### config.mk
export PLATFORM = sky130hd
export DESIGN_NAME = rtp_interarrival_jitter_estimator
export DESIGN_NICKNAME = d
export VERILOG_FILES = /design/src/hw/rtl/rtpj_pkg.sv /design/src/hw/rtl/rtpj_fifo.sv /design/src/hw/rtl/rtpj_muldiv.sv /design/src/hw/rtl/rtpj_front.sv /design/src/hw/rtl/rtpj_back.sv /design/src/hw/rtl/rtp_interarrival_jitter_estimator.sv
export SDC_FILE = /design/constraint.sdc
export NUM_CORES = 2
export LEC_CHECK = 0
export BUFFER_PORTS_ARGS = -buffer_cell sky130_fd_sc_hd__buf_2
export CORE_ASPECT_RATIO = 1.75
export CORE_UTILIZATION = 30
export DETAILED_ROUTE_END_ITERATION = 8
export PLACE_DENSITY_LB_ADDON = 0.08
export SLEW_MARGIN = 20
export SYNTH_ARGS = -nofsm -noshare
export SYNTH_HDL_FRONTEND = slang
export SYNTH_SLANG_ARGS = --single-unit
### constraint.sdc
create_clock -name i_clk -period 15.6 [get_ports i_clk]
set_input_delay 1.56 -clock i_clk [delete_from_list [all_inputs] [get_ports i_clk]]
set_output_delay 1.56 -clock i_clk [all_outputs]
set_load 0.01 [all_outputs]
### src/hw/rtl/rtpj_pkg.sv
// shared types and constants for the rtp interarrival jitter estimator
// no dependencies; used by the front, queue, back and top modules by scoped names
package rtpj_pkg;

    localparam int RTP_W    = 32;
    localparam int TICK_W   = 40;
    localparam int RATE_W   = 24;
    localparam int COUNT_W  = 32;
    localparam int GSUM_W   = 64;

    localparam logic [RATE_W-1:0] DEFAULT_RATE = 24'd90000;

    // one classified packet passed from the front to the back
    typedef struct packed {
        logic              is_first;
        logic [RTP_W-1:0]  rtp_time;
        logic [TICK_W-1:0] elapsed;
        logic [TICK_W-1:0] gap;
    } t_item;

endpackage

### src/hw/rtl/rtpj_fifo.sv
// two-entry queue of classified packets between front and back
// depends on rtpj_pkg for the item type
module rtpj_fifo (
    input  logic           i_clk,
    input  logic           i_rst_n,
    input  logic           i_push,
    input  rtpj_pkg::t_item i_item,
    output logic           o_full,
    input  logic           i_pop,
    output logic           o_avail,
    output rtpj_pkg::t_item o_item
);

    rtpj_pkg::t_item r_mem [2];
    logic       r_wp;
    logic       r_rp;
    logic [1:0] r_cnt;

    assign o_full  = (r_cnt == 2'd2);
    assign o_avail = (r_cnt != 2'd0);
    assign o_item  = r_mem[r_rp];

    // pointers and fill level
    always_ff @(posedge i_clk) begin
        if (!i_rst_n) begin
            r_wp  <= 1'b0;
            r_rp  <= 1'b0;
            r_cnt <= 2'd0;
        end else begin
            if (i_push) r_wp <= ~r_wp;
            if (i_pop)  r_rp <= ~r_rp;
            if (i_push && !i_pop)      r_cnt <= r_cnt + 2'd1;
            else if (!i_push && i_pop) r_cnt <= r_cnt - 2'd1;
        end
    end

    // storage
    always_ff @(posedge i_clk) begin
        if (i_push) r_mem[r_wp] <= i_item;
    end

endmodule

### src/hw/rtl/rtpj_muldiv.sv
// iterative unit: floor(a * b / d), shift-add multiply then restoring divide
// one bit per cycle in each phase; no package dependencies
module rtpj_muldiv #(
    parameter int PW = 80,
    parameter int DW = 40
) (
    input  logic          i_clk,
    input  logic          i_rst_n,
    input  logic          i_start,
    input  logic [PW-1:0] i_a,
    input  logic [DW-1:0] i_b,
    input  logic [DW-1:0] i_d,
    output logic          o_done,
    output logic [PW-1:0] o_q
);

    localparam int CW = $clog2(PW + 1);

    typedef enum logic [1:0] {ST_IDLE, ST_MUL, ST_DIV} t_state;

    t_state        r_state;
    logic [PW-1:0] r_a;
    logic [DW-1:0] r_b;
    logic [DW-1:0] r_d;
    logic [PW-1:0] r_acc;
    logic [DW-1:0] r_rem;
    logic [CW-1:0] r_cnt;
    logic          r_done;

    logic [DW:0]   rem_sh;
    logic          fits;

    // one restoring step
    always_comb begin
        rem_sh = {r_rem, r_acc[PW-1]};
        fits   = (rem_sh >= {1'b0, r_d});
    end

    assign o_done = r_done;
    assign o_q    = r_acc;

    // sequencer
    always_ff @(posedge i_clk) begin
        if (!i_rst_n) begin
            r_state <= ST_IDLE;
            r_done  <= 1'b0;
        end else begin
            // done pulse after the last divide step
            r_done <= (r_state == ST_DIV) && (r_cnt == CW'(1));
            unique case (r_state)
                ST_IDLE: begin
                    if (i_start) begin
                        r_a     <= i_a;
                        r_b     <= i_b;
                        r_d     <= i_d;
                        r_acc   <= '0;
                        r_state <= ST_MUL;
                    end
                end
                ST_MUL: begin
                    if (r_b == '0) begin
                        r_rem   <= '0;
                        r_cnt   <= CW'(PW);
                        r_state <= ST_DIV;
                    end else begin
                        if (r_b[0]) r_acc <= r_acc + r_a;
                        r_a <= {r_a[PW-2:0], 1'b0};
                        r_b <= {1'b0, r_b[DW-1:1]};
                    end
                end
                ST_DIV: begin
                    r_rem <= fits ? DW'(rem_sh - {1'b0, r_d}) : rem_sh[DW-1:0];
                    r_acc <= {r_acc[PW-2:0], fits};
                    r_cnt <= r_cnt - CW'(1);
                    if (r_cnt == CW'(1)) begin
                        r_state <= ST_IDLE;
                    end
                end
                default: r_state <= ST_IDLE;
            endcase
        end
    end

endmodule

### src/hw/rtl/rtpj_front.sv
// front end: accepts packets, fixes the time origin, computes elapsed and gap
// depends on rtpj_pkg for widths and the item type
module rtpj_front (
    input  logic                        i_clk,
    input  logic                        i_rst_n,
    input  logic                        i_valid,
    output logic                        o_ready,
    input  logic [rtpj_pkg::RTP_W-1:0]  i_rtp_time,
    input  logic [rtpj_pkg::TICK_W-1:0] i_arrival_ticks,
    input  logic                        i_full,
    output logic                        o_push,
    output rtpj_pkg::t_item             o_item
);

    logic                        r_seen;
    logic [rtpj_pkg::TICK_W-1:0] r_origin;
    logic [rtpj_pkg::TICK_W-1:0] r_last;

    assign o_ready = !i_full;
    assign o_push  = i_valid && !i_full;

    // classify the packet
    always_comb begin
        o_item.is_first = !r_seen;
        o_item.rtp_time = i_rtp_time;
        o_item.elapsed  = r_seen ? (i_arrival_ticks - r_origin) : '0;
        o_item.gap      = i_arrival_ticks - r_last;
    end

    // origin and last arrival
    always_ff @(posedge i_clk) begin
        if (!i_rst_n) begin
            r_seen   <= 1'b0;
            r_origin <= '0;
            r_last   <= '0;
        end else if (o_push) begin
            r_seen <= 1'b1;
            r_last <= i_arrival_ticks;
            if (!r_seen) r_origin <= i_arrival_ticks;
        end
    end

endmodule

### src/hw/rtl/rtpj_back.sv
// back end: media-unit conversion, jitter filter, gap statistics, snapshot
// depends on rtpj_pkg and rtpj_muldiv
module rtpj_back #(
    parameter int TICKS_PER_SECOND = 1000000,
    parameter int JITTER_FRAC_BITS = 8
) (
    input  logic                         i_clk,
    input  logic                         i_rst_n,
    input  logic                         i_cfg_we,
    input  logic [rtpj_pkg::RATE_W-1:0]  i_cfg_wdata,
    input  logic                         i_avail,
    input  rtpj_pkg::t_item              i_item,
    output logic                         o_pop,
    output logic                         o_valid,
    input  logic                         i_ready,
    output logic [rtpj_pkg::COUNT_W-1:0] o_packet_count,
    output logic [rtpj_pkg::TICK_W-1:0]  o_jitter_units_q8,
    output logic [rtpj_pkg::TICK_W-1:0]  o_jitter_in_ticks,
    output logic [rtpj_pkg::TICK_W-1:0]  o_mean_gap_ticks,
    output logic [rtpj_pkg::TICK_W-1:0]  o_largest_gap_ticks
);

    localparam int TW  = 32 + JITTER_FRAC_BITS;
    localparam int PW  = (64 + JITTER_FRAC_BITS > 70) ? 64 + JITTER_FRAC_BITS : 70;
    localparam int DW  = (24 + JITTER_FRAC_BITS > 32) ? 24 + JITTER_FRAC_BITS : 32;
    localparam int SW  = ((TW > 44) ? TW : 44) + 1;
    localparam int TKW = rtpj_pkg::TICK_W;
    localparam int CNW = rtpj_pkg::COUNT_W;
    localparam int GSW = rtpj_pkg::GSUM_W;

    typedef enum logic [2:0] {
        ST_IDLE, ST_UNITS, ST_UPDATE, ST_JIT, ST_TICKS, ST_MEAN, ST_DONE
    } t_state;

    t_state             r_state;
    rtpj_pkg::t_item    r_item;
    logic [rtpj_pkg::RATE_W-1:0] r_rate;
    logic [TW-1:0]      r_units;
    logic [TW-1:0]      r_transit;
    logic [TW-1:0]      r_mag;
    logic [TKW-1:0]     r_jitter;
    logic [GSW-1:0]     r_gap_total;
    logic [TKW-1:0]     r_gap_max;
    logic [CNW-1:0]     r_count;
    logic [TKW-1:0]     r_ticks;
    logic [TKW-1:0]     r_mean;
    logic               r_start;
    logic               r_valid;
    logic [CNW-1:0]     r_o_count;
    logic [TKW-1:0]     r_o_jit;
    logic [TKW-1:0]     r_o_ticks;
    logic [TKW-1:0]     r_o_mean;
    logic [TKW-1:0]     r_o_max;

    logic [rtpj_pkg::RATE_W-1:0] eff_rate;
    logic [DW-1:0]      rate_sh;
    logic [PW-1:0]      md_a;
    logic [DW-1:0]      md_b;
    logic [DW-1:0]      md_d;
    logic               md_done;
    logic [PW-1:0]      md_q;
    logic [TKW-1:0]     q_sat;
    logic [TW-1:0]      transit;
    logic [TW-1:0]      diff;
    logic [GSW:0]       gsum;
    logic [SW-1:0]      jsum;
    logic               out_free;

    // effective rate and its fixed-point scaling
    assign eff_rate = (r_rate == '0) ? rtpj_pkg::DEFAULT_RATE : r_rate;
    assign rate_sh  = DW'(eff_rate) << JITTER_FRAC_BITS;

    // operand select for the shared multiply-divide unit
    always_comb begin
        case (r_state)
            ST_UNITS: begin
                md_a = PW'(r_item.elapsed);
                md_b = rate_sh;
                md_d = DW'(TICKS_PER_SECOND);
            end
            ST_TICKS: begin
                md_a = PW'(r_jitter);
                md_b = DW'(TICKS_PER_SECOND);
                md_d = rate_sh;
            end
            default: begin
                md_a = PW'(r_gap_total);
                md_b = DW'(1);
                md_d = DW'(r_count - CNW'(1));
            end
        endcase
    end

    rtpj_muldiv #(.PW(PW), .DW(DW)) u_muldiv (
        .i_clk   (i_clk),
        .i_rst_n (i_rst_n),
        .i_start (r_start),
        .i_a     (md_a),
        .i_b     (md_b),
        .i_d     (md_d),
        .o_done  (md_done),
        .o_q     (md_q)
    );

    // quotient saturated to the tick width
    assign q_sat = (|md_q[PW-1:TKW]) ? '1 : md_q[TKW-1:0];

    // transit, transit difference, gap sum, filter step
    always_comb begin
        transit = r_units - (TW'(r_item.rtp_time) << JITTER_FRAC_BITS);
        diff    = transit - r_transit;
        gsum    = {1'b0, r_gap_total} + (GSW+1)'(r_item.gap);
        jsum    = (SW'(r_jitter) << 4) - SW'(r_jitter) + SW'(r_mag);
    end

    assign out_free = !r_valid || i_ready;
    assign o_pop    = (r_state == ST_IDLE) && i_avail;

    // configuration register
    always_ff @(posedge i_clk) begin
        if (!i_rst_n) r_rate <= rtpj_pkg::DEFAULT_RATE;
        else if (i_cfg_we) r_rate <= i_cfg_wdata;
    end

    // sequencer, statistics state and output register
    always_ff @(posedge i_clk) begin
        if (!i_rst_n) begin
            r_state     <= ST_IDLE;
            r_start     <= 1'b0;
            r_valid     <= 1'b0;
            r_transit   <= '0;
            r_jitter    <= '0;
            r_gap_total <= '0;
            r_gap_max   <= '0;
            r_count     <= '0;
        end else begin
            // start pulses for the multiply-divide passes
            r_start <= ((r_state == ST_IDLE) && i_avail) || (r_state == ST_JIT) ||
                       ((r_state == ST_TICKS) && md_done && (r_count > CNW'(1)));
            // output valid: set on a new snapshot, cleared on transfer
            if ((r_state == ST_DONE) && out_free) r_valid <= 1'b1;
            else if (i_ready) r_valid <= 1'b0;
            unique case (r_state)
                ST_IDLE: begin
                    if (i_avail) begin
                        r_item  <= i_item;
                        r_state <= ST_UNITS;
                    end
                end
                ST_UNITS: begin
                    if (md_done) begin
                        r_units <= md_q[TW-1:0];
                        r_state <= ST_UPDATE;
                    end
                end
                ST_UPDATE: begin
                    r_transit <= transit;
                    r_mag     <= diff[TW-1] ? (TW'(0) - diff) : diff;
                    if (!r_item.is_first) begin
                        r_gap_total <= gsum[GSW] ? '1 : gsum[GSW-1:0];
                        if (r_item.gap > r_gap_max) r_gap_max <= r_item.gap;
                    end
                    if (r_count != '1) r_count <= r_count + CNW'(1);
                    r_state <= ST_JIT;
                end
                ST_JIT: begin
                    if (!r_item.is_first) begin
                        r_jitter <= (|jsum[SW-1:TKW+4]) ? '1 : jsum[TKW+3:4];
                    end
                    r_state <= ST_TICKS;
                end
                ST_TICKS: begin
                    if (md_done) begin
                        r_ticks <= q_sat;
                        if (r_count > CNW'(1)) begin
                            r_state <= ST_MEAN;
                        end else begin
                            r_mean  <= '0;
                            r_state <= ST_DONE;
                        end
                    end
                end
                ST_MEAN: begin
                    if (md_done) begin
                        r_mean  <= q_sat;
                        r_state <= ST_DONE;
                    end
                end
                ST_DONE: begin
                    if (out_free) begin
                        r_o_count <= r_count;
                        r_o_jit   <= r_jitter;
                        r_o_ticks <= r_ticks;
                        r_o_mean  <= r_mean;
                        r_o_max   <= r_gap_max;
                        r_state   <= ST_IDLE;
                    end
                end
                default: r_state <= ST_IDLE;
            endcase
        end
    end

    assign o_valid             = r_valid;
    assign o_packet_count      = r_o_count;
    assign o_jitter_units_q8   = r_o_jit;
    assign o_jitter_in_ticks   = r_o_ticks;
    assign o_mean_gap_ticks    = r_o_mean;
    assign o_largest_gap_ticks = r_o_max;

endmodule

### src/hw/rtl/rtp_interarrival_jitter_estimator.sv
// RTP interarrival jitter estimator (RFC 3550 filter) with gap statistics.
// Input channel (i_in_valid / o_in_ready) takes one packet per transfer:
// its RTP timestamp and its 40-bit local arrival tick count. Output channel
// (o_out_valid / i_out_ready) gives one snapshot per packet: packet count,
// jitter in media units (JITTER_FRAC_BITS fraction bits), jitter in ticks,
// mean gap and largest gap. i_cfg_we / i_cfg_wdata write the media clock
// rate (0 selects 90000); write it only while no packet is in flight.
// The front stage writes each accepted packet straight into a two-entry queue,
// so o_in_ready stays high until the queue fills. The back stage handles one
// packet at a time on a shared bit-serial multiply-divide unit: three passes,
// each a start, a shift-add multiply over the multiplier bits, a restoring
// divide over PW quotient bits and a hand-back (PW = max(64+F,70),
// DW = max(24+F,32)). The first packet skips the mean pass.
// A stalled receiver holds the snapshot in the output register; the back
// stage waits with the next one finished and the queue then fills.
// Synchronous active-low reset clears all statistics and sets the rate to
// 90000; the next packet after reset sets the time origin.
module rtp_interarrival_jitter_estimator #(
    parameter int TICKS_PER_SECOND = 1000000,
    parameter int JITTER_FRAC_BITS = 8
) (
    input  logic         i_clk,
    input  logic         i_rst_n,
    input  logic         i_in_valid,
    output logic         o_in_ready,
    input  logic [31:0]  i_rtp_time,
    input  logic [39:0]  i_arrival_ticks,
    input  logic         i_cfg_we,
    input  logic [23:0]  i_cfg_wdata,
    output logic         o_out_valid,
    input  logic         i_out_ready,
    output logic [31:0]  o_packet_count,
    output logic [39:0]  o_jitter_units_q8,
    output logic [39:0]  o_jitter_in_ticks,
    output logic [39:0]  o_mean_gap_ticks,
    output logic [39:0]  o_largest_gap_ticks
);

    logic            push;
    logic            full;
    logic            pop;
    logic            avail;
    rtpj_pkg::t_item f_item;
    rtpj_pkg::t_item q_item;

    // packet classification
    rtpj_front u_front (
        .i_clk           (i_clk),
        .i_rst_n         (i_rst_n),
        .i_valid         (i_in_valid),
        .o_ready         (o_in_ready),
        .i_rtp_time      (i_rtp_time),
        .i_arrival_ticks (i_arrival_ticks),
        .i_full          (full),
        .o_push          (push),
        .o_item          (f_item)
    );

    // decoupling queue
    rtpj_fifo u_fifo (
        .i_clk   (i_clk),
        .i_rst_n (i_rst_n),
        .i_push  (push),
        .i_item  (f_item),
        .o_full  (full),
        .i_pop   (pop),
        .o_avail (avail),
        .o_item  (q_item)
    );

    // arithmetic and snapshot
    rtpj_back #(
        .TICKS_PER_SECOND (TICKS_PER_SECOND),
        .JITTER_FRAC_BITS (JITTER_FRAC_BITS)
    ) u_back (
        .i_clk               (i_clk),
        .i_rst_n             (i_rst_n),
        .i_cfg_we            (i_cfg_we),
        .i_cfg_wdata         (i_cfg_wdata),
        .i_avail             (avail),
        .i_item              (q_item),
        .o_pop               (pop),
        .o_valid             (o_out_valid),
        .i_ready             (i_out_ready),
        .o_packet_count      (o_packet_count),
        .o_jitter_units_q8   (o_jitter_units_q8),
        .o_jitter_in_ticks   (o_jitter_in_ticks),
        .o_mean_gap_ticks    (o_mean_gap_ticks),
        .o_largest_gap_ticks (o_largest_gap_ticks)
    );

endmodule

==> results.md <==
Floorplan:
- The total I/O pin count is 295.
- The horizontal extent of the die is 362 um.
- The full die area is 229000 um^2.
- The area inside the core boundary is 225000 um^2.
- The y dimension of the die is 632 um.
- The initial core utilization is 0.303.
- The floorplan row count is 230.

Min path:
- The worst hold path terminates at u_back.o_mean_gap_ticks[2].
- Counting instances, the worst hold path has a depth of 0.
- The worst hold path begins at u_back.r_mean[2].
- The path type of the worst min-delay path is reg2reg.

Route:
- The final route contains 49500 vias.
- The iteration-0 DRC count of the detailed router is 2752.
- The number of detailed-routing iterations run before antenna repair is 6.
- In the routed layout, each cell is associated on average with a via count of 4.96.
- The post-route DRC violation count is 0.
- The routed wirelength normalized by instance count is 22.7 um.
- The wire length after detailed routing is 226000 um.
- The post-route antenna net violation count is 0.

Global route:
- The pin count of the biggest net entering global routing is 115.
- The number of antenna violations at the first check in global routing is 7.
- The number of global-route vias before repair is 50600.
- The wire length of the first global-routing pass is 333000 um.
- After global routing the overflow that remains totals 0.
- The aggregate global-route resource usage is 0.195.

Power:
- The total design power is 0.0130 W.
- In this run the static leakage power is 29.2 nW.
- The peak supply drop is 0.000159 V.
- For this design the ratio of total power to cell area is 167 nW/um^2.

Timing:
- The max-slew headroom at the worst pin is 0.261.
- For the final database, setup skew stands at 0.0857 ns.
- The transition time of the tightest slew-check pin is 1.11 ns.
- The post-route setup TNS is 0 ns.
- Setup repair after global routing left no endpoint under its margin.
- The final setup violation count is 0.
- Based on the critical path, the design can be clocked at up to 0.142 GHz.
- The worst path setup slack after routing is 8.54 ns.
- The final number of hold-violating endpoints came to 0.
- Subtracting the final worst setup slack from the clock period gives 7.06 ns.
- The number of max-slew violations in the final report is 0.
- In the finished design, the share of the clock period the worst path needs comes to 0.453.

Critical path:
- The terminus of the critical flop-to-flop path is u_back.r_mag[39].
- The delay of the slowest critical-path stage is 0.72 ns.
- The worst setup path is captured at a register.
- The slowest stage of the critical path belongs to the cell sky130_fd_sc_hd__o311ai_0.
- The maximum fanout count along the critical path is 6.
- Among the stages of the critical path, the cell type that occurs most often is sky130_fd_sc_hd__a21oi_1.
- In this run the critical register-to-register path is launched from u_back.r_units[8].
- The kind of start point of the critical path is a register.
- The required time reported for the critical path endpoint is 16.18 ns.
- The data arrival time of the critical path is 7.64 ns.
- Measured in cells, the most critical reg-to-reg path has a length of 27.
- Across all register-to-register paths, the minimum setup slack is 8.54 ns.
- By startpoint and endpoint, the worst setup path is classified as reg2reg.

Outcome:
- The flow ran to the end, and the final reports show no timing, DRC or antenna violations.

CTS:
- The source-to-sink clock delay at the later pin of the worst-skew pair is 0.84 ns.
- TritonCTS built the clock tree.
- The deepest clock path buffer count is 4.
- The clock tree synthesis step divided the H-tree into 4 levels.
- The clock root buffer master is sky130_fd_sc_hd__clkbuf_16.
- The post-CTS setup repair buffer count is 0.
- The clock slew seen by the registers of the worst setup and hold paths is 0.07 ns.
- The count of instances resized after the clock tree is built is 0.
- After clock tree synthesis, the flow added hold-fix buffers numbering 0.
- Clock tree synthesis inserted a total of 147 buffers.
- Counting every sink on the clock net gives 1271.

Synth:
- Synthesis produced a netlist whose cell count is 6600.
- The flip-flop and latch count after synthesis is 1271.
- For this run, the register share of the synthesized area comes to 0.512.
- For this run, asynchronously set or reset flops after synthesis account for 0.
- Among all flip-flop cells after synthesis, the most frequent one is sky130_fd_sc_hd__edfxtp_1.
- The synthesized area divided by synthesized cell count is 10.3 um^2.
- The number of synthesized flops with an enable pin is 938.
- The synthesized netlist net count is 7131.
- The number of different library cells in the post-synthesis netlist is 85.
- The number of warnings reported in the yosys synthesis log is 0.
- The synthesized netlist occupies a cell area of 68000 um^2.

Layout:
- Relative to the synthesized area, the layout overhead comes to 14.4%.
- The count of placed standard cells in the final layout, fillers left out is 9970.
- The final layout net count is 7374.
- In the final layout, the share of cells above drive strength 1 is 0.112.

Run:
- Across the run, the number of max-cap violations was 0.

Placement:
- During placement, the flow inserted port buffers numbering 294.
- The final RePlAce weighted congestion is 0.901.
- Once placement completed, the tool counted placed cells totaling 9710.
- The pre-CTS setup slack is 8.61 ns.
- The sum of net half-perimeters after detailed placement is 170000 um.
==> where the power goes <==
group	switching, W	internal, W	leakage, nW
clock network	0.00151	0.00206	2.31
logic	0.00298	0.00173	15.6
registers	0.000366	0.00436	11.3
==> routing by layer <==
metal  vias up  global-route usage  share of wire
li1      24200                   -              -
met1     24100               0.210           0.39
met2       885               0.382           0.55
met3       346              0.0208          0.027
met4         2              0.0720          0.038
met5         -                   0       0.000057
==> sequential cells by signal, summed over array words and instances, names as in the netlist, 24 cells and up <==
register / count
u_back.r_item: 113
u_back.o_jitter_units_q8: 40
u_back.r_units: 40
u_back.u_muldiv.o_q: 72
u_front.r_origin: 40
u_back.r_mean: 40
u_back.o_jitter_in_ticks: 40
u_fifo.r_mem: 226
u_back.r_mag: 40
u_back.r_count: 32
u_back.o_largest_gap_ticks: 40
u_back.r_jitter: 40
u_back.o_mean_gap_ticks: 40
u_back.u_muldiv.r_d: 32
u_back.u_muldiv.r_a: 72
u_back.r_gap_total: 64
u_front.r_last: 40
u_back.r_transit: 40
u_back.r_ticks: 40
u_back.u_muldiv.r_b: 32
u_back.r_rate: 24
u_back.r_gap_max: 40
u_back.u_muldiv.r_rem: 32
u_back.o_packet_count: 32
==> placed cells by master, fill, tap and decap left out, types with 71 or more instances in the layout <==
cell                        count
sky130_fd_sc_hd__a21o_1       198
sky130_fd_sc_hd__a21oi_1      538
sky130_fd_sc_hd__a31oi_1       82
sky130_fd_sc_hd__buf_2        293
sky130_fd_sc_hd__buf_4         74
sky130_fd_sc_hd__clkbuf_16    151
sky130_fd_sc_hd__dfxtp_1      332
sky130_fd_sc_hd__edfxtp_1     938
sky130_fd_sc_hd__ha_1         385
sky130_fd_sc_hd__inv_1        517
sky130_fd_sc_hd__mux2_2       113
sky130_fd_sc_hd__mux2i_1       71
sky130_fd_sc_hd__nand2_1      751
sky130_fd_sc_hd__nand3_1       96
sky130_fd_sc_hd__nand4_1       78
sky130_fd_sc_hd__nor2_1       318
sky130_fd_sc_hd__nor2b_1      129
sky130_fd_sc_hd__nor3_1        99
sky130_fd_sc_hd__o21ai_0      446
sky130_fd_sc_hd__xnor2_1      219
sky130_fd_sc_hd__xor2_1       166
==> synthesized netlist by cell type (129+ instances only) <==
cell type	count	area [um^2]
sky130_fd_sc_hd__edfxtp_1	938	28200
sky130_fd_sc_hd__nand2_1	754	2830
sky130_fd_sc_hd__a21oi_1	539	2700
sky130_fd_sc_hd__inv_1	518	1940
sky130_fd_sc_hd__o21ai_0	449	2250
sky130_fd_sc_hd__ha_1	387	4840
sky130_fd_sc_hd__dfxtp_1	333	6670
sky130_fd_sc_hd__nor2_1	328	1230
sky130_fd_sc_hd__clkbuf_1	244	916
sky130_fd_sc_hd__xnor2_1	220	1930
sky130_fd_sc_hd__a21o_1	198	1490
sky130_fd_sc_hd__xor2_1	166	1450
sky130_fd_sc_hd__nor2b_1	129	807
==> cells by family (layout without fill, tap and decap cells) <==
kind of cell	count (synthesis)	in the layout	share of synthesized area
flip-flops	1271	1271	0.512
multiplexers	184	184	0.0292
buffers and inverters	795	1145	0.0440
AND/OR/NAND/NOR	1851	1851	0.130
other	0	4	0
XOR/XNOR	387	387	0.0500
adder cells (fa/ha/maj)	430	430	0.0839
AO/OA/AOI/OAI	1682	1682	0.151
==> metrics by stage <==
| stage | cell area (um^2) | utilization | hold WS [ns] |
|---|---|---|---|
| floorplan | 68000 | - | 0.400 |
| global placement | 73000 | 0.325 | 0.403 |
| detailed placement | 73000 | 0.325 | 0.405 |
| CTS | 77800 | 0.346 | 0.411 |
| global route | 77800 | 0.346 | 0.411 |
| finish | 77800 | 0.346 | 0.408 |
==> worst max path at each step <==
stage | slack, ns | to | startpoint
3_5_place_dp | 8.61 | u_back.r_mag[39] | u_back.r_units[8]
3_3_place_gp | 8.53 | u_back.r_mag[39] | u_back.r_units[8]
2_1_floorplan | 4.44 | u_back.o_jitter_in_ticks[0] | i_rst_n
6_report | 8.54 | u_back.r_mag[39] | u_back.r_units[8]
5_1_grt | 7.89 | u_back.r_mag[39] | u_back.r_units[8]
4_1_cts | 8.46 | u_back.r_mag[39] | u_back.r_units[8]
==> critical path, delay by kind of cell (launching register included) <==
kind	cells	cell delay, ns
AOI/OAI and AO/OA	10	2.83
and+or+nand+nor	10	2.23
adders and majority gates	3	0.97
DFF	1	0.35
xor gates and xnor gates	2	0.30
buffers and inverters	2	0.12
==> cell type report <==
type,count,area [um^2]
clock buffer,186,4000
multi-input combinational,4534,30300
clock inverter,70,795
timing repair buffer,370,2070
sequential,1271,34800
tap,3016,3770
antenna,4,10.0
fill,22800,147000
inverter,519,1950
Note: power is estimated with default switching activity, not from simulation.
